File: config.mk
export PLATFORM = sky130hd
export DESIGN_NAME = ata_pio_lba28_host_sequencer_unit
export DESIGN_NICKNAME = d
export VERILOG_FILES = /design/src/hdl/aplhs_pkg.sv /design/src/hdl/aplhs_jobq.sv /design/src/hdl/aplhs_front.sv /design/src/hdl/aplhs_back.sv /design/src/hdl/ata_pio_lba28_host_sequencer_unit.sv
export VERILOG_INCLUDE_DIRS = /design/src /design/src/hdl
export SDC_FILE = /design/constraint.sdc
export NUM_CORES = 1
export LEC_CHECK = 0
export BUFFER_PORTS_ARGS = -buffer_cell sky130_fd_sc_hd__buf_4
export CAP_MARGIN = 15
export CORE_UTILIZATION = 65
export CTS_CLUSTER_DIAMETER = 120
export DETAILED_ROUTE_END_ITERATION = 10
export PLACE_DENSITY_LB_ADDON = 0.15
export SYNTH_ARGS = -nofsm -noshare
export SYNTH_HDL_FRONTEND = slang
export SYNTH_HIERARCHICAL = 1
export SYNTH_SLANG_ARGS = --single-unit
File: constraint.sdc
create_clock -name clk -period 6.3 [get_ports clk]
set_clock_uncertainty 0.15 [all_clocks]
set_input_delay 0.315 -clock clk [delete_from_list [all_inputs] [get_ports clk]]
set_output_delay 0.315 -clock clk [all_outputs]
set_load 0.005 [all_outputs]
File: src/hdl/ata_pio_lba28_host_sequencer_unit_defines.svh
// ----------------------------------------------------------------------------
// ATA PIO LBA28 host sequencer assertion macros
// Shared concurrent checks, clocked on clk and disabled in reset.
// ----------------------------------------------------------------------------
`ifndef ATA_PIO_LBA28_HOST_SEQUENCER_UNIT_DEFINES_SVH
`define ATA_PIO_LBA28_HOST_SEQUENCER_UNIT_DEFINES_SVH

// same-cycle implication
`define APLHS_ASSERT_NOW(label, cond, consq, msg) \
  label: assert property (@(posedge clk) disable iff (rst) (cond) |-> (consq)) \
    else $error(msg);

// next-cycle implication
`define APLHS_ASSERT_NEXT(label, cond, consq, msg) \
  label: assert property (@(posedge clk) disable iff (rst) (cond) |=> (consq)) \
    else $error(msg);

`endif

File: src/hdl/aplhs_pkg.sv
// ----------------------------------------------------------------------------
// aplhs_pkg
// Types, codes and the result expansion table of the ATA PIO LBA28 sequencer.
// ----------------------------------------------------------------------------
package aplhs_pkg;

  localparam int WORDS_PER_SECTOR = 256;

  localparam logic [1:0] ACT_START  = 2'd0;
  localparam logic [1:0] ACT_STATUS = 2'd1;
  localparam logic [1:0] ACT_DATA   = 2'd2;

  localparam logic [2:0] PH_IDLE  = 3'd0;
  localparam logic [2:0] PH_POLL  = 3'd1;
  localparam logic [2:0] PH_RDATA = 3'd2;
  localparam logic [2:0] PH_WDATA = 3'd3;
  localparam logic [2:0] PH_FLUSH = 3'd4;

  localparam logic [2:0] OFF_DATA  = 3'd0;
  localparam logic [2:0] OFF_COUNT = 3'd2;
  localparam logic [2:0] OFF_LO    = 3'd3;
  localparam logic [2:0] OFF_MID   = 3'd4;
  localparam logic [2:0] OFF_HI    = 3'd5;
  localparam logic [2:0] OFF_DRIVE = 3'd6;
  localparam logic [2:0] OFF_CMD   = 3'd7;

  localparam int ST_BSY = 7;
  localparam int ST_DF  = 5;
  localparam int ST_DRQ = 3;
  localparam int ST_ERR = 0;

  localparam logic [7:0] DRIVE_LBA_MASTER = 8'hE0;
  localparam logic [7:0] CMD_READ_SECTORS = 8'h20;
  localparam logic [7:0] CMD_WRITE_SECTORS = 8'h30;
  localparam logic [7:0] CMD_CACHE_FLUSH  = 8'hE7;

  localparam logic [15:0] PORT_BASE_RESET      = 16'h01F0;
  localparam logic [7:0]  READS_PER_POLL_RESET = 8'd15;

  localparam logic CFG_PORT_BASE      = 1'b0;
  localparam logic CFG_READS_PER_POLL = 1'b1;

  localparam logic [2:0] K_BUS_WRITE = 3'd0;
  localparam logic [2:0] K_BUS_READ  = 3'd1;
  localparam logic [2:0] K_WORD      = 3'd2;
  localparam logic [2:0] K_DONE      = 3'd3;
  localparam logic [2:0] K_ERROR     = 3'd4;
  localparam logic [2:0] K_IGNORED   = 3'd5;

  localparam logic [3:0] SEQ_IGNORE       = 4'd0;
  localparam logic [3:0] SEQ_START        = 4'd1;
  localparam logic [3:0] SEQ_STATUS       = 4'd2;
  localparam logic [3:0] SEQ_ERROR        = 4'd3;
  localparam logic [3:0] SEQ_DATA_RD      = 4'd4;
  localparam logic [3:0] SEQ_DONE         = 4'd5;
  localparam logic [3:0] SEQ_RWORD_DATA   = 4'd6;
  localparam logic [3:0] SEQ_RWORD_STATUS = 4'd7;
  localparam logic [3:0] SEQ_RWORD_DONE   = 4'd8;
  localparam logic [3:0] SEQ_WWORD        = 4'd9;
  localparam logic [3:0] SEQ_WWORD_STATUS = 4'd10;
  localparam logic [3:0] SEQ_WWORD_FLUSH  = 4'd11;

  typedef struct packed {
    logic [3:0]  seq;
    logic [27:0] block_address;
    logic [7:0]  sector_total;
    logic        to_disk;
    logic [15:0] data_word;
  } job_t;

  typedef struct packed {
    logic [2:0]  kind;
    logic [15:0] port;
    logic [15:0] value;
    logic        last;
  } res_t;

  function automatic res_t seq_result(input job_t j, input logic [2:0] step,
                                      input logic [15:0] base);
    logic [2:0]  kind;
    logic [2:0]  off;
    logic [15:0] val;
    logic        lst;
    res_t        r;
    kind = K_IGNORED;
    off  = OFF_DATA;
    val  = 16'd0;
    lst  = 1'b1;
    case (j.seq)
      SEQ_START: begin
        kind = K_BUS_WRITE;
        lst  = 1'b0;
        case (step)
          3'd0: begin
            off = OFF_DRIVE;
            val = {8'd0, DRIVE_LBA_MASTER | {4'd0, j.block_address[27:24]}};
          end
          3'd1: begin
            off = OFF_COUNT;
            val = {8'd0, j.sector_total};
          end
          3'd2: begin
            off = OFF_LO;
            val = {8'd0, j.block_address[7:0]};
          end
          3'd3: begin
            off = OFF_MID;
            val = {8'd0, j.block_address[15:8]};
          end
          3'd4: begin
            off = OFF_HI;
            val = {8'd0, j.block_address[23:16]};
          end
          3'd5: begin
            off = OFF_CMD;
            val = {8'd0, j.to_disk ? CMD_WRITE_SECTORS : CMD_READ_SECTORS};
          end
          default: begin
            kind = K_BUS_READ;
            off  = OFF_CMD;
            lst  = 1'b1;
          end
        endcase
      end
      SEQ_STATUS: begin
        kind = K_BUS_READ;
        off  = OFF_CMD;
      end
      SEQ_ERROR: kind = K_ERROR;
      SEQ_DATA_RD: begin
        kind = K_BUS_READ;
        off  = OFF_DATA;
      end
      SEQ_DONE: kind = K_DONE;
      SEQ_RWORD_DATA, SEQ_RWORD_STATUS, SEQ_RWORD_DONE: begin
        if (step == 3'd0) begin
          kind = K_WORD;
          val  = j.data_word;
          lst  = 1'b0;
        end else if (j.seq == SEQ_RWORD_DATA) begin
          kind = K_BUS_READ;
          off  = OFF_DATA;
        end else if (j.seq == SEQ_RWORD_STATUS) begin
          kind = K_BUS_READ;
          off  = OFF_CMD;
        end else begin
          kind = K_DONE;
        end
      end
      SEQ_WWORD: begin
        kind = K_BUS_WRITE;
        off  = OFF_DATA;
        val  = j.data_word;
      end
      SEQ_WWORD_STATUS: begin
        if (step == 3'd0) begin
          kind = K_BUS_WRITE;
          off  = OFF_DATA;
          val  = j.data_word;
          lst  = 1'b0;
        end else begin
          kind = K_BUS_READ;
          off  = OFF_CMD;
        end
      end
      SEQ_WWORD_FLUSH: begin
        case (step)
          3'd0: begin
            kind = K_BUS_WRITE;
            off  = OFF_DATA;
            val  = j.data_word;
            lst  = 1'b0;
          end
          3'd1: begin
            kind = K_BUS_WRITE;
            off  = OFF_CMD;
            val  = {8'd0, CMD_CACHE_FLUSH};
            lst  = 1'b0;
          end
          default: begin
            kind = K_BUS_READ;
            off  = OFF_CMD;
          end
        endcase
      end
      default: kind = K_IGNORED;
    endcase
    r.kind  = kind;
    r.port  = (kind == K_BUS_WRITE || kind == K_BUS_READ) ? base + {13'd0, off} : 16'd0;
    r.value = val;
    r.last  = lst;
    return r;
  endfunction

endpackage

File: src/hdl/aplhs_jobq.sv
// ----------------------------------------------------------------------------
// aplhs_jobq
// Small FIFO of classified jobs between the front and back parts.
// ----------------------------------------------------------------------------
module aplhs_jobq #(
  parameter int DEPTH = 4
) (
  input  logic           clk,
  input  logic           rst,
  input  logic           push,
  input  aplhs_pkg::job_t job_in,
  output logic           full,
  input  logic           pop,
  output aplhs_pkg::job_t job_out,
  output logic           empty
);

  localparam int PW = (DEPTH > 1) ? $clog2(DEPTH) : 1;
  localparam int CW = $clog2(DEPTH + 1);

  aplhs_pkg::job_t slots [DEPTH];
  logic [PW-1:0]   wr_ptr;
  logic [PW-1:0]   rd_ptr;
  logic [CW-1:0]   count;
  logic            do_push;
  logic            do_pop;

  assign full    = (count == CW'(DEPTH));
  assign empty   = (count == '0);
  assign do_push = push && !full;
  assign do_pop  = pop && !empty;
  assign job_out = slots[rd_ptr];

  always_ff @(posedge clk) begin
    if (rst) begin
      wr_ptr <= '0;
      rd_ptr <= '0;
      count  <= '0;
    end else begin
      if (do_push) begin
        wr_ptr <= (wr_ptr == PW'(DEPTH - 1)) ? '0 : wr_ptr + PW'(1);
      end
      if (do_pop) begin
        rd_ptr <= (rd_ptr == PW'(DEPTH - 1)) ? '0 : rd_ptr + PW'(1);
      end
      count <= count + CW'(do_push) - CW'(do_pop);
    end
  end

  always_ff @(posedge clk) begin
    if (do_push) begin
      slots[wr_ptr] <= job_in;
    end
  end

endmodule

File: src/hdl/aplhs_front.sv
// ----------------------------------------------------------------------------
// aplhs_front
// Accepts items, tracks the transfer phase and classifies each item into a job.
// ----------------------------------------------------------------------------
module aplhs_front (
  input  logic            clk,
  input  logic            rst,
  input  logic            push,
  output logic            full,
  input  logic [1:0]      action,
  input  logic [27:0]     block_address,
  input  logic [7:0]      sector_total,
  input  logic            to_disk,
  input  logic [7:0]      status_byte,
  input  logic [15:0]     data_word,
  input  logic            cfg_valid,
  output logic            cfg_ready,
  input  logic            cfg_index,
  input  logic [15:0]     cfg_data,
  output logic [15:0]     port_base,
  output logic            job_push,
  output aplhs_pkg::job_t job,
  input  logic            jq_full
);

  logic [2:0] phase, phase_next;
  logic [7:0] sectors_left, sectors_left_next;
  logic [7:0] word_index, word_index_next;
  logic [7:0] poll_reads_done, poll_reads_done_next;
  logic       writing, writing_next;
  logic [7:0] reads_per_poll;
  logic       accept;
  logic       has_job;
  logic [7:0] poll_inc;
  logic [7:0] sec_dec;
  logic       rd;

  assign full      = jq_full;
  assign cfg_ready = 1'b1;
  assign accept    = push && !jq_full;
  assign job_push  = accept && has_job;
  assign poll_inc  = poll_reads_done + 8'd1;
  assign sec_dec   = sectors_left - 8'd1;
  assign rd        = (phase == aplhs_pkg::PH_RDATA);

  always_comb begin
    phase_next           = phase;
    sectors_left_next    = sectors_left;
    word_index_next      = word_index;
    poll_reads_done_next = poll_reads_done;
    writing_next         = writing;
    has_job              = 1'b1;
    job.seq              = aplhs_pkg::SEQ_IGNORE;
    job.block_address    = block_address;
    job.sector_total     = sector_total;
    job.to_disk          = to_disk;
    job.data_word        = data_word;
    case (phase)
      aplhs_pkg::PH_IDLE: begin
        if (action == aplhs_pkg::ACT_START && sector_total != 8'd0) begin
          job.seq              = aplhs_pkg::SEQ_START;
          phase_next           = aplhs_pkg::PH_POLL;
          sectors_left_next    = sector_total;
          word_index_next      = 8'd0;
          poll_reads_done_next = 8'd0;
          writing_next         = to_disk;
        end
      end
      aplhs_pkg::PH_POLL: begin
        if (action == aplhs_pkg::ACT_STATUS) begin
          if (poll_inc < reads_per_poll) begin
            job.seq              = aplhs_pkg::SEQ_STATUS;
            poll_reads_done_next = poll_inc;
          end else begin
            poll_reads_done_next = 8'd0;
            if (status_byte[aplhs_pkg::ST_ERR] || status_byte[aplhs_pkg::ST_DF]) begin
              job.seq           = aplhs_pkg::SEQ_ERROR;
              phase_next        = aplhs_pkg::PH_IDLE;
              sectors_left_next = 8'd0;
              word_index_next   = 8'd0;
              writing_next      = 1'b0;
            end else if (!status_byte[aplhs_pkg::ST_BSY] && status_byte[aplhs_pkg::ST_DRQ]) begin
              word_index_next = 8'd0;
              if (writing) begin
                phase_next = aplhs_pkg::PH_WDATA;
                has_job    = 1'b0;
              end else begin
                phase_next = aplhs_pkg::PH_RDATA;
                job.seq    = aplhs_pkg::SEQ_DATA_RD;
              end
            end else begin
              job.seq = aplhs_pkg::SEQ_STATUS;
            end
          end
        end
      end
      aplhs_pkg::PH_RDATA, aplhs_pkg::PH_WDATA: begin
        if (action == aplhs_pkg::ACT_DATA) begin
          if (word_index == 8'(aplhs_pkg::WORDS_PER_SECTOR - 1)) begin
            word_index_next   = 8'd0;
            sectors_left_next = sec_dec;
            if (sec_dec != 8'd0) begin
              phase_next           = aplhs_pkg::PH_POLL;
              poll_reads_done_next = 8'd0;
              job.seq = rd ? aplhs_pkg::SEQ_RWORD_STATUS : aplhs_pkg::SEQ_WWORD_STATUS;
            end else if (!rd) begin
              job.seq    = aplhs_pkg::SEQ_WWORD_FLUSH;
              phase_next = aplhs_pkg::PH_FLUSH;
            end else begin
              job.seq      = aplhs_pkg::SEQ_RWORD_DONE;
              phase_next   = aplhs_pkg::PH_IDLE;
              writing_next = 1'b0;
            end
          end else begin
            word_index_next = word_index + 8'd1;
            job.seq = rd ? aplhs_pkg::SEQ_RWORD_DATA : aplhs_pkg::SEQ_WWORD;
          end
        end
      end
      aplhs_pkg::PH_FLUSH: begin
        if (action == aplhs_pkg::ACT_STATUS) begin
          if (!status_byte[aplhs_pkg::ST_BSY]) begin
            job.seq      = aplhs_pkg::SEQ_DONE;
            phase_next   = aplhs_pkg::PH_IDLE;
            writing_next = 1'b0;
          end else begin
            job.seq = aplhs_pkg::SEQ_STATUS;
          end
        end
      end
      default: job.seq = aplhs_pkg::SEQ_IGNORE;
    endcase
  end

  always_ff @(posedge clk) begin
    if (rst) begin
      phase           <= aplhs_pkg::PH_IDLE;
      sectors_left    <= 8'd0;
      word_index      <= 8'd0;
      poll_reads_done <= 8'd0;
      writing         <= 1'b0;
      port_base       <= aplhs_pkg::PORT_BASE_RESET;
      reads_per_poll  <= aplhs_pkg::READS_PER_POLL_RESET;
    end else begin
      if (accept) begin
        phase           <= phase_next;
        sectors_left    <= sectors_left_next;
        word_index      <= word_index_next;
        poll_reads_done <= poll_reads_done_next;
        writing         <= writing_next;
      end
      if (cfg_valid) begin
        case (cfg_index)
          aplhs_pkg::CFG_PORT_BASE:      port_base <= cfg_data;
          aplhs_pkg::CFG_READS_PER_POLL: reads_per_poll <= cfg_data[7:0];
          default: ;
        endcase
      end
    end
  end

endmodule

File: src/hdl/aplhs_back.sv
// ----------------------------------------------------------------------------
// aplhs_back
// Expands jobs into results, one per cycle while the result queue has room.
// ----------------------------------------------------------------------------
`include "ata_pio_lba28_host_sequencer_unit_defines.svh"

module aplhs_back (
  input  logic            clk,
  input  logic            rst,
  input  aplhs_pkg::job_t job,
  input  logic            job_valid,
  output logic            job_pop,
  input  logic [15:0]     port_base,
  input  logic            pop,
  output logic            empty,
  output aplhs_pkg::res_t res_out
);

  aplhs_pkg::res_t slots [2];
  aplhs_pkg::res_t cur;
  logic [2:0]      step;
  logic [1:0]      ocount;
  logic            wr_ptr;
  logic            rd_ptr;
  logic            out_full;
  logic            emit;
  logic            opop;

  assign cur      = aplhs_pkg::seq_result(job, step, port_base);
  assign out_full = (ocount == 2'd2);
  assign empty    = (ocount == 2'd0);
  assign emit     = job_valid && !out_full;
  assign job_pop  = emit && cur.last;
  assign opop     = pop && !empty;
  assign res_out  = slots[rd_ptr];

  always_ff @(posedge clk) begin
    if (rst) begin
      step   <= 3'd0;
      ocount <= 2'd0;
      wr_ptr <= 1'b0;
      rd_ptr <= 1'b0;
    end else begin
      if (emit) begin
        step   <= cur.last ? 3'd0 : step + 3'd1;
        wr_ptr <= !wr_ptr;
      end
      if (opop) begin
        rd_ptr <= !rd_ptr;
      end
      ocount <= ocount + 2'(emit) - 2'(opop);
    end
  end

  always_ff @(posedge clk) begin
    if (emit) begin
      slots[wr_ptr] <= cur;
    end
  end

  `APLHS_ASSERT_NOW(a_no_overflow, emit, ocount != 2'd2, "result queue overflow")
  `APLHS_ASSERT_NEXT(a_step_restart, emit && cur.last, step == 3'd0, "step not restarted")
  `APLHS_ASSERT_NEXT(a_drain, opop && ocount == 2'd1 && !emit, empty, "result queue not drained")

endmodule

File: src/hdl/ata_pio_lba28_host_sequencer_unit.sv
// ----------------------------------------------------------------------------
// ata_pio_lba28_host_sequencer_unit
// Host-side ATA PIO 28-bit LBA sequencer with queue-style item and result ports.
// ----------------------------------------------------------------------------
// An accepted item's job passes the job queue, then the result queue, before its first result is on the result ports.
// The back part emits one result per cycle while the result queue has room;
// an item yields 0 to 7 results (a start 7, a write sector's ready poll none).
// Items are taken every cycle while the job queue has room.
// Reset clears phase, counters and both queues; port_base returns to 0x1F0
// and reads_per_poll to 15.
module ata_pio_lba28_host_sequencer_unit #(
  parameter int JOB_DEPTH = 4
) (
  input  logic        clk,
  input  logic        rst,
  input  logic        push,
  output logic        full,
  input  logic [1:0]  action,
  input  logic [27:0] block_address,
  input  logic [7:0]  sector_total,
  input  logic        to_disk,
  input  logic [7:0]  status_byte,
  input  logic [15:0] data_word,
  output logic        empty,
  input  logic        pop,
  output logic [2:0]  kind,
  output logic [15:0] port,
  output logic [15:0] value,
  output logic        last,
  input  logic        cfg_valid,
  output logic        cfg_ready,
  input  logic        cfg_index,
  input  logic [15:0] cfg_data
);

  aplhs_pkg::job_t job_in;
  aplhs_pkg::job_t job_head;
  aplhs_pkg::res_t res;
  logic            job_push;
  logic            jq_full;
  logic            jq_empty;
  logic            job_pop;
  logic [15:0]     port_base;

  aplhs_front u_front (
    .clk           (clk),
    .rst           (rst),
    .push          (push),
    .full          (full),
    .action        (action),
    .block_address (block_address),
    .sector_total  (sector_total),
    .to_disk       (to_disk),
    .status_byte   (status_byte),
    .data_word     (data_word),
    .cfg_valid     (cfg_valid),
    .cfg_ready     (cfg_ready),
    .cfg_index     (cfg_index),
    .cfg_data      (cfg_data),
    .port_base     (port_base),
    .job_push      (job_push),
    .job           (job_in),
    .jq_full       (jq_full)
  );

  aplhs_jobq #(
    .DEPTH (JOB_DEPTH)
  ) u_jobq (
    .clk     (clk),
    .rst     (rst),
    .push    (job_push),
    .job_in  (job_in),
    .full    (jq_full),
    .pop     (job_pop),
    .job_out (job_head),
    .empty   (jq_empty)
  );

  aplhs_back u_back (
    .clk       (clk),
    .rst       (rst),
    .job       (job_head),
    .job_valid (!jq_empty),
    .job_pop   (job_pop),
    .port_base (port_base),
    .pop       (pop),
    .empty     (empty),
    .res_out   (res)
  );

  assign kind  = res.kind;
  assign port  = res.port;
  assign value = res.value;
  assign last  = res.last;

endmodule

==> results of run 1 <==
flip-flops by register name, summed over array words and instances (netlist names), named ones only:
register / count
u_jobq/slots: 228
u_back/slots: 72
u_front/sectors_left: 8
u_back/wr_ptr: 1
u_back/rd_ptr: 1
u_jobq/wr_ptr: 2
u_front/port_base: 16
u_front/phase: 3
u_jobq/rd_ptr: 2
u_front/poll_reads_done: 8
u_front/word_index: 8
u_front/reads_per_poll: 8
u_back/step: 3
u_front/writing: 1
u_jobq/count: 3
u_back/ocount: 2
per-stage QoR:
stage | hold slack, ns | utilization
floorplan | 0.234 | -
global placement | 0.294 | 0.694
detailed placement | 0.303 | 0.694
CTS | 0.149 | 0.771
global route | 0.173 | 0.771
finish | 0.160 | 0.771
final cells by class:
cell class	count	area, um2	share of cell area
inverter	45	169	0.00896
clock buffer	47	985	0.0522
tap	324	405	0.0215
clock inverter	21	171	0.00909
multi-input combinational	608	5070	0.269
timing repair buffer	198	1670	0.0884
sequential	369	10400	0.551
cells in the mapped netlist, types with 5 or more instances:
library cell,number
a21oi_1,53
buf_2,14
clkbuf_1,32
and3_1,16
nand4_1,7
nor3_1,15
nor4_1,6
dfxtp_1,69
or4_1,6
edfxtp_1,300
xor2_1,11
nand2b_1,10
nand2_1,67
nor3b_1,6
xnor2_1,18
mux2_2,37
mux4_2,57
mux2i_1,6
nor2b_1,23
a21o_1,5
buf_6,6
nand3_1,18
a211o_1,8
o21ai_0,33
or3_1,6
nor2_1,57
buf_4,56
o221ai_1,5
nand3b_1,12
ha_1,31
a211oi_1,8
a22oi_1,8
inv_1,45
o211ai_1,6
cell families after synthesis:
logic type	count (synthesis)	synth area share
AO/OA/AOI/OAI	167	0.0687
multiplexers	100	0.108
other	1	0.000230
XOR/XNOR	29	0.0156
flip-flops	369	0.638
adder cells (fa/ha/maj)	33	0.0263
AND/OR/NAND/NOR	278	0.0910
buffers and inverters	155	0.0525
worst min path at each step:
stage	startpoint	endpoint	slack, ns	cells past startpoint
2_1_floorplan	rst	u_jobq/wr_ptr[1]	0.23	1
3_3_place_gp	u_front/reads_per_poll[4]	u_front/reads_per_poll[4]	0.29	2
3_5_place_dp	u_front/reads_per_poll[2]	u_front/reads_per_poll[2]	0.30	1
4_1_cts	pop	u_back/rd_ptr	0.15	4
5_1_grt	pop	flip-flop	0.17	4
6_report	pop	flip-flop	0.16	4
critical path: cells and delay by family, from the launching register on:
kind,cells,cell delay (ns)
flip-flops,1,0.40
buffers and inverters,1,0.57
adder cells (fa/ha/maj),2,0.55
AND/OR/NAND/NOR,6,1.60
XOR/XNOR,1,0.17
AO/OA/AOI/OAI,3,0.86
power by group through the flow:
| stage | Sequential, mW | Clock [mW] | Combinational (mW) |
|---|---|---|---|
| 3_3_place_gp | 3.43 | 0 | 1.98 |
| 6_report | 3.41 | 2.06 | 2.07 |
| 3_5_place_dp | 3.46 | 0 | 2.01 |
| 2_1_floorplan | 3.33 | 0 | 1.49 |
| 5_1_grt | 3.46 | 2.19 | 2.24 |
| 4_1_cts | 3.42 | 2.10 | 2.08 |
routing by layer:
layer | track usage | up-vias | share of wire
li1 | - | 4492 | -
met1 | 0.350 | 4830 | 0.42
met2 | 0.433 | 386 | 0.50
met3 | 0.0385 | 60 | 0.061
met4 | 0.0784 | 0 | 0.020
met5 | 0 | - | 0
what timing repair did:
item / CTS / global route
gates resized for setup: 0 / 0
setup buffers: 0 / 0
endpoints found under the hold margin: 237 / 0
hold buffers: 72 / 0
==> results.json, run 1 <==
{
  "final_max_slew_viol_count": 0,
  "ff2ff_setup_slack_ns": 1.59,
  "min_period_ns": 4.71,
  "grt_pass1_wl_mm": 50.9,
  "p_int_mw": 5.35,
  "yosys.cell_types.count": 77,
  "p_leak_nw": 6.70,
  "setup-tns-final_ns": 0,
  "htreeDepth": 2,
  "power_frac_clock": 0.274,
  "antenna_found_initial": 0,
  "num_rows": 57,
  "ys.flop_type": "edfxtp_1",
  "fmax_mhz": 212,
  "sequentialPowerShare": 0.452,
  "p_switching_mw": 2.19,
  "port_buffers": 118,
  "wl_mm": 32.5,
  "cp_max_fo": 31,
  "syn-cell-area_mm2": 0.0163,
  "ys_warn_count": 6,
  "syn_inst": 1132,
  "die_w_um": 160,
  "synth_nets": 1250,
  "crit_path_cell_trace": "ha_1 > nand3_1 > nor2_1 > xnor2_1 > ha_1 > a21o_1 > a21oi_1 > nand3_1 > nand2_1 > nor3_1 > a21oi_1 > and3_2 > buf_4",
  "grt_usage": 0.257,
  "antennaDiodeCount": 0,
  "cp_slowest_stage_delay_ns": 0.89,
  "ir_worst_vdd_mv": 0.286,
  "final_hold_viol_count": 0,
  "required_ns": 6.31,
  "critPathSlowestCell": "and3_2",
  "cp-startpoint": "u_front/poll_reads_done[0]",
  "powerDensity_mw_per_mm2": 400,
  "fin_area_mm2": 0.0189,
  "worst_pin_slew_ns": 1.06,
  "area_growth_pct": 15.8,
  "hpwl_mm": 19.5,
  "cts_buffers": 38,
  "cp_data_arrival_time_ns": 4.72,
  "hold_path_class": "in -> reg",
  "insertion_delay_ns": 0.53,
  "synth.largest_area_cell": "edfxtp_1",
  "drt-vias-per-instance": 6.06,
  "power_frac_comb": 0.274,
  "power_mw": 7.54,
  "die_area_mm2": 0.0257,
  "finalSetupViolCount": 0,
  "syn_area_per_cell_um2": 14.4,
  "initial_utilization": 0.666,
  "slew_headroom": 0.293,
  "maxCapViolCount": 0,
  "clk_pin_slew_ns": 0.06,
  "worstSetupEndpointType": "flip-flop",
  "root_buffer": "clkbuf_16",
  "crit_type": "reg -> reg",
  "drt-initial-drc-count": 823,
  "drtAntennaViolNets": 0,
  "cts_buffer_depth": 3,
  "synth_seq_area_share": 0.638,
  "grt_max_degree": 72,
  "layoutNonFillerInstCount": 1612,
  "start_kind": "flip-flop",
  "dr.pass1.iters": 5,
  "yosysTopAreaCellShare": 0.553,
  "status": "finished, final reports clean",
  "setup_slack_ns": 1.59,
  "finish.net_count": 1378,
  "drive_above_1_share": 0.227,
  "post-place-cells": 1472,
  "gp_congestion": 0.861,
  "rsz0062_at_grt": "false",
  "first_global_vias": 9623,
  "ioPinCount": 124,
  "clock_sinks": 369,
  "vias": 9768,
  "post_drt_wl_per_cell_um": 20.1,
  "r2r-start": "u_front/poll_reads_done[0]",
  "reg2reg_to": "u_jobq/slots[3][16]",
  "switching_share": 0.291,
  "crit_end": "u_jobq/slots[3][16]",
  "dpl-instance-area_mm2": 0.0170,
  "async_flop_share": 0,
  "ys_top_cells_by_area": "edfxtp_1, dfxtp_1, mux4_2, buf_4, mux2_2",
  "synth-edff-count": 300,
  "fillCellCount": 1446,
  "die_h_um": 160,
  "reg2reg_depth": 13,
  "place_ws_ns": 1.66,
  "final_cell_mix": "edfxtp_1, buf_4, dlygate4sd3_1",
  "overflow": 0,
  "route.detailed.drc": 0,
  "final_common_cell": "edfxtp_1",
  "ys_seq_elements": 369,
  "fin_crit_sh": 0.747,
  "fp.coreArea_mm2": 0.0245,
  "cts_tree": "built"
}
No activity file was read; power rests on OpenSTA's default activity.
==> run 2, diff against run 1 <==
--- a/config.mk
+++ b/config.mk
@@ -8,7 +8,7 @@
 export LEC_CHECK = 0
 export BUFFER_PORTS_ARGS = -buffer_cell sky130_fd_sc_hd__buf_4
 export CAP_MARGIN = 15
-export CORE_UTILIZATION = 65
+export CORE_UTILIZATION = 60
 export CTS_CLUSTER_DIAMETER = 120
 export DETAILED_ROUTE_END_ITERATION = 10
 export PLACE_DENSITY_LB_ADDON = 0.15
==> constraint.sdc (replaced) <==
create_clock -name clk -period 4.45 [get_ports clk]
set_clock_uncertainty 0.15 [all_clocks]
set_input_delay 0.2225 -clock clk [delete_from_list [all_inputs] [get_ports clk]]
set_output_delay 0.2225 -clock clk [all_outputs]
set_load 0.005 [all_outputs]
==> run 2 against run 1 <==
  * Register-to-register slack worse by 1.3 ns
  * Design area is 1.2% higher
  * Sequential share of layout area is 0.63 points lower
  * Die area is 8.2% higher
  * Final cell count is 1.3% higher
  * Routed wire length is 0.60% lower
  * Via count is 1.2% lower
  * Core utilization is 4.7 points lower
  * Clock power is 45% higher
  * Clock-buffer cell count is 5 higher
  * Non-clock buffer count is 11 higher
==> results.json, run 2 (same netlist as run 1, synthesis figures left out) <==
{
  "status": "finished, final reports clean",
  "critPathSlowestCell": "fa_1",
  "setup_slack_ns": 0.324,
  "ff2ff_setup_slack_ns": 0.32,
  "final_common_cell": "edfxtp_1",
  "largest_reg_flops": 228,
  "fmax_mhz": 242,
  "antenna_found_initial": 0,
  "maxCapViolCount": 0,
  "die_area_mm2": 0.0278,
  "whs_ns": 0.0786,
  "first_global_vias": 9676,
  "cts_tree": "built",
  "vias": 9647,
  "final_util": 0.724,
  "worst_pin_slew_ns": 1.07,
  "hold_start": "pop",
  "setup-tns-final_ns": 0,
  "overflow": 0,
  "gp_congestion": 0.846,
  "grt_pass1_wl_mm": 51.4,
  "r2r-start": "u_front/poll_reads_done[2]",
  "hold_path_class": "in -> reg",
  "p_int_mw": 7.74,
  "crit_family": "simple AND/OR/NAND/NOR gates",
  "cp_data_arrival_time_ns": 4.35,
  "area_growth_pct": 17.1,
  "die_h_um": 167,
  "fin_area_mm2": 0.0191,
  "path_buf_inv": 2,
  "switching_share": 0.283,
  "start_kind": "flip-flop",
  "finalSetupViolCount": 0,
  "required_ns": 4.68,
  "powerDensity_mw_per_mm2": 566,
  "p_switching_mw": 3.06,
  "post_drt_wl_per_cell_um": 19.8,
  "dpl-instance-area_mm2": 0.0172,
  "post_cts_buffers": 0,
  "power_frac_comb": 0.285,
  "crit_path_cell_trace": "and3_1 > and3_1 > nand3_1 > xnor2_1 > ha_1 > and4_1 > o221ai_1 > nand3_1 > nand2_1 > nor3_1 > a21oi_1 > and2_4 > inv_1 > ha_1 > inv_1 > ha_1 > fa_1 > xnor2_1 > xnor2_1 > nor2_1",
  "drive_above_1_share": 0.237,
  "largest_registers": "u_jobq/slots: 228 flops, u_back/slots: 72 flops, u_front/port_base: 16 flops",
  "htreeDepth": 2,
  "num_rows": 59,
  "antennaDiodeCount": 0,
  "drt-initial-drc-count": 681,
  "cts_buffer_depth": 3,
  "final_cell_mix": "edfxtp_1, buf_4, dlygate4sd3_1",
  "slew_headroom": 0.287,
  "cp-startpoint": "u_front/poll_reads_done[2]",
  "initial_utilization": 0.618,
  "drtAntennaViolNets": 0,
  "dr.pass1.iters": 5,
  "fp.coreArea_mm2": 0.0264,
  "rsz0062_at_grt": "false",
  "clk_pin_slew_ns": 0.06,
  "top_register": "u_jobq/slots",
  "final_hold_viol_count": 0,
  "drt-vias-per-instance": 5.91,
  "sequentialPowerShare": 0.437,
  "port_buffers": 118,
  "ir_worst_vdd_mv": 0.429,
  "root_buffer": "clkbuf_16",
  "fin_crit_sh": 0.927,
  "die_w_um": 167,
  "p_leak_nw": 6.80,
  "cp_slowest_stage_delay_ns": 0.40,
  "fillCellCount": 1690,
  "finish.net_count": 1388,
  "cts_buffers": 37,
  "final_max_slew_viol_count": 0,
  "hpwl_mm": 20.2,
  "power_frac_clock": 0.277,
  "insertion_delay_ns": 0.52,
  "grt_usage": 0.238,
  "worstSetupEndpointType": "flip-flop",
  "min_period_ns": 4.13,
  "wl_mm": 32.3,
  "place_ws_ns": 0.284,
  "grt_max_degree": 72,
  "route.detailed.drc": 0,
  "cp_max_fo": 5,
  "ioPinCount": 124,
  "clock_sinks": 369,
  "crit_type": "reg -> reg"
}
run 2: changes by cell type in the layout (fill, tap and decap cells not counted), sizes merged:
cell / delta
buf: +11
clkinv: -6
clkbuf: +5
bufinv: +1
clkinvlp: -1
run 2: final timing paths:
kind,end,depth (start not counted)
max,u_jobq/count[2],20
min,flip-flop,4
max reg2reg,u_jobq/count[2],20
min reg2reg,u_front/reads_per_poll[7],2
run 2: metrics by stage:
| step | std cells | power (mW) |
|---|---|---|
| finish | 1633 | 10.8 |
| global route | 1633 | 11.3 |
| CTS | 1633 | 10.9 |
| detailed placement | 1494 | 7.84 |
| global placement | 1494 | 7.75 |
| floorplan | 1132 | 6.83 |
run 2: worst reg2reg max path, delay by kind of cell, from the launching register on:
kind                       cells  cell delay, ns
buffers and inverters          2            0.08
AOI/OAI and AO/OA              2            0.28
and+or+nand+nor                9            1.39
adders and majority gates      4            1.15
xor gates and xnor gates       3            0.53
DFF                            1            0.39
run 2: cell type report:
type / count / area [um2] / share of cell area
Multi-Input combinational cell: 608 / 5070 / 0.266
Clock inverter: 15 / 120 / 0.00630
Sequential cell: 369 / 10400 / 0.545
Tap cell: 335 / 419 / 0.0220
Clock buffer: 52 / 1050 / 0.0553
Timing Repair Buffer: 209 / 1850 / 0.0969
Inverter: 45 / 169 / 0.00885
run 2: metal layers:
| metal | global-route usage | wire length (um) |
|---|---|---|
| met1 | 0.319 | 13800 |
| met2 | 0.402 | 16100 |
| met3 | 0.0383 | 1750 |
| met4 | 0.0729 | 669 |
| met5 | 0 | 0 |
run 2: what timing repair did:
item,4_1_cts,5_1_grt
hold endpoints to repair,242,0
hold buffers,72,0
gates resized for setup,0,3
endpoints found under the setup margin,0,1
run 2: power by group through the flow:
stage,clock [mW],sequential (mW),combinational [mW]
after floorplan,0,4.72,2.11
after global placement,0,4.76,3.00
after detailed placement,0,4.79,3.05
after CTS,3.05,4.72,3.11
after global routing,3.18,4.77,3.37
final,2.99,4.72,3.08
==> run 3, diff against run 2 <==
--- a/config.mk
+++ b/config.mk
@@ -11,7 +11,7 @@
 export CORE_UTILIZATION = 60
 export CTS_CLUSTER_DIAMETER = 120
 export DETAILED_ROUTE_END_ITERATION = 10
-export PLACE_DENSITY_LB_ADDON = 0.15
+export PLACE_DENSITY = 0.78
 export SYNTH_ARGS = -nofsm -noshare
 export SYNTH_HDL_FRONTEND = slang
 export SYNTH_HIERARCHICAL = 1
==> run 3 against run 2 <==
  * Non-clock buffer count increased by 1
  * Via count up 0.25%
  * Clock power about the same
  * Highest routed layer is now met5
  * Critical path depth is the same
  * Critical path type unchanged
==> results.json, run 3 (same netlist as run 1, synthesis figures left out) <==
{
  "p_switching_mw": 3.18,
  "port_buffers": 118,
  "route.detailed.drc": 0,
  "initial_utilization": 0.618,
  "dr.pass1.iters": 5,
  "grt_usage": 0.243,
  "cp_data_arrival_time_ns": 4.36,
  "vias": 9671,
  "crit_type": "reg -> reg",
  "cts_buffer_depth": 3,
  "required_ns": 4.68,
  "die_area_mm2": 0.0278,
  "setup-tns-final_ns": 0,
  "hold_path_class": "in -> reg",
  "clock_sinks": 369,
  "grt_busiest_layer": "met2",
  "drive_above_1_share": 0.239,
  "ioPinCount": 124,
  "status": "finished, final reports clean",
  "switching_share": 0.294,
  "power_frac_comb": 0.286,
  "rsz0062_at_grt": "false",
  "post_drt_wl_per_cell_um": 20.4,
  "powerDensity_mw_per_mm2": 568,
  "top_register": "u_jobq/slots",
  "area_growth_pct": 17.1,
  "root_buffer": "clkbuf_16",
  "first_global_vias": 9796,
  "p_leak_nw": 6.79,
  "antenna_found_initial": 2,
  "die_h_um": 167,
  "overflow": 0,
  "final_max_slew_viol_count": 0,
  "drt-vias-per-instance": 5.91,
  "power_mw": 10.8,
  "met2_usage": 0.416,
  "largest_reg_flops": 228,
  "num_rows": 59,
  "post_cts_buffers": 0,
  "clk_pin_slew_ns": 0.06,
  "wl_mm": 33.4,
  "slew_headroom": 0.271,
  "drt-initial-drc-count": 874,
  "grt_max_degree": 72,
  "gr-usage-met3": 0.0385,
  "ir_worst_vdd_mv": 0.384,
  "sequentialPowerShare": 0.437,
  "final_hold_viol_count": 0,
  "cts_buffers": 38,
  "hpwl_mm": 20.3,
  "largest_registers": "u_jobq/slots: 228 flops, u_back/slots: 72 flops, u_front/port_base: 16 flops",
  "maxCapViolCount": 0,
  "fin_crit_sh": 0.928,
  "power_frac_clock": 0.277,
  "worst_pin_slew_ns": 1.09,
  "cts_tree": "built",
  "fp.coreArea_mm2": 0.0264,
  "p_int_mw": 7.65,
  "final_common_cell": "edfxtp_1",
  "worstSetupEndpointType": "flip-flop",
  "met1_usage": 0.316,
  "gp_congestion": 0.822,
  "finish.net_count": 1390,
  "cts_resized": 0,
  "htreeDepth": 2,
  "drtAntennaViolNets": 0,
  "fmax_mhz": 242,
  "finalSetupViolCount": 0,
  "start_kind": "flip-flop",
  "grt_pass1_wl_mm": 52.0,
  "insertion_delay_ns": 0.53,
  "final_cell_mix": "edfxtp_1, buf_4, dlygate4sd3_1",
  "cp_max_fo": 5,
  "min_period_ns": 4.13,
  "die_w_um": 167
}
run 3: cell count changes in the layout (fill, tap and decap cells not counted), moves of 2 or more:
cell	delta
clkinvlp_4	+4
clkinv_8	+2
buf_4	+2
clkinv_4	+3
clkbuf_1	-2
clkbuf_8	-3
clkinv_1	-3
run 3: power groups by stage:
stage	Clock [mW]	Sequential (mW)	Combinational, mW
final	3.00	4.74	3.10
after global routing	3.18	4.78	3.37
after CTS	3.05	4.74	3.12
after detailed placement	0	4.80	3.05
after global placement	0	4.76	2.98
after floorplan	0	4.72	2.11
run 3: repair_timing:
| action | CTS | global route |
|---|---|---|
| setup endpoints to repair | 0 | 0 |
| endpoints found under the hold margin | 242 | 0 |
| hold buffers | 72 | 0 |
run 3: layout make-up:
| type | count | area [um2] |
|---|---|---|
| antenna | 1 | 2.50 |
| clock buffer | 47 | 1010 |
| clock inverter | 21 | 173 |
| fill | 1628 | 7280 |
| inverter | 45 | 169 |
| multi-input combinational | 608 | 5060 |
| sequential | 369 | 10400 |
| tap | 335 | 419 |
| timing repair buffer | 210 | 1840 |
run 3: per-layer routing:
metal	wire length (um)	part of all wire
met1	13800	0.41
met2	17000	0.51
met5	12	0.00036
met4	828	0.025
met3	1800	0.054
run 3: critical path, cell delays in order, from the launching register on:
cell and delay [ns]:
dfxtp_1 0.38, and3_1 0.25, and3_1 0.25, nand3_1 0.12
xnor2_1 0.20, ha_1 0.29, and4_1 0.21, o221ai_1 0.11
nand3_1 0.18, nand2_1 0.11, nor3_1 0.06, a21oi_1 0.18
and2_4 0.18, inv_1 0.04, ha_1 0.26, inv_1 0.04
ha_1 0.19, fa_1 0.41, xnor2_1 0.18, xnor2_1 0.14
nor2_1 0.06
run 3: path summary, 6_finish.rpt:
| path | depth (start not counted) | end | slack [ns] | start |
|---|---|---|---|---|
| worst max-delay path | 20 | u_jobq/count[2] | 0.32 | u_front/poll_reads_done[2] |
| worst min register to register | 2 | u_front/poll_reads_done[7] | 0.32 | u_front/poll_reads_done[7] |
| worst max register to register | 20 | u_jobq/count[2] | 0.32 | u_front/poll_reads_done[2] |
| worst min-delay path | 4 | u_back/rd_ptr | 0.07 | pop |
run 3: per-stage QoR:
stage | hold slack (ns) | instances | util | setup slack, ns | cell area (um2)
detailed placement | 0.276 | 1495 | 0.651 | 0.357 | 17200
CTS | 0.0557 | 1635 | 0.724 | 0.327 | 19100
global route | 0.0778 | 1636 | 0.724 | 0.0422 | 19100
global placement | 0.272 | 1495 | 0.651 | 0.396 | 17200
finish | 0.0669 | 1636 | 0.724 | 0.320 | 19100
floorplan | 0.142 | 1132 | - | 0.497 | 16300
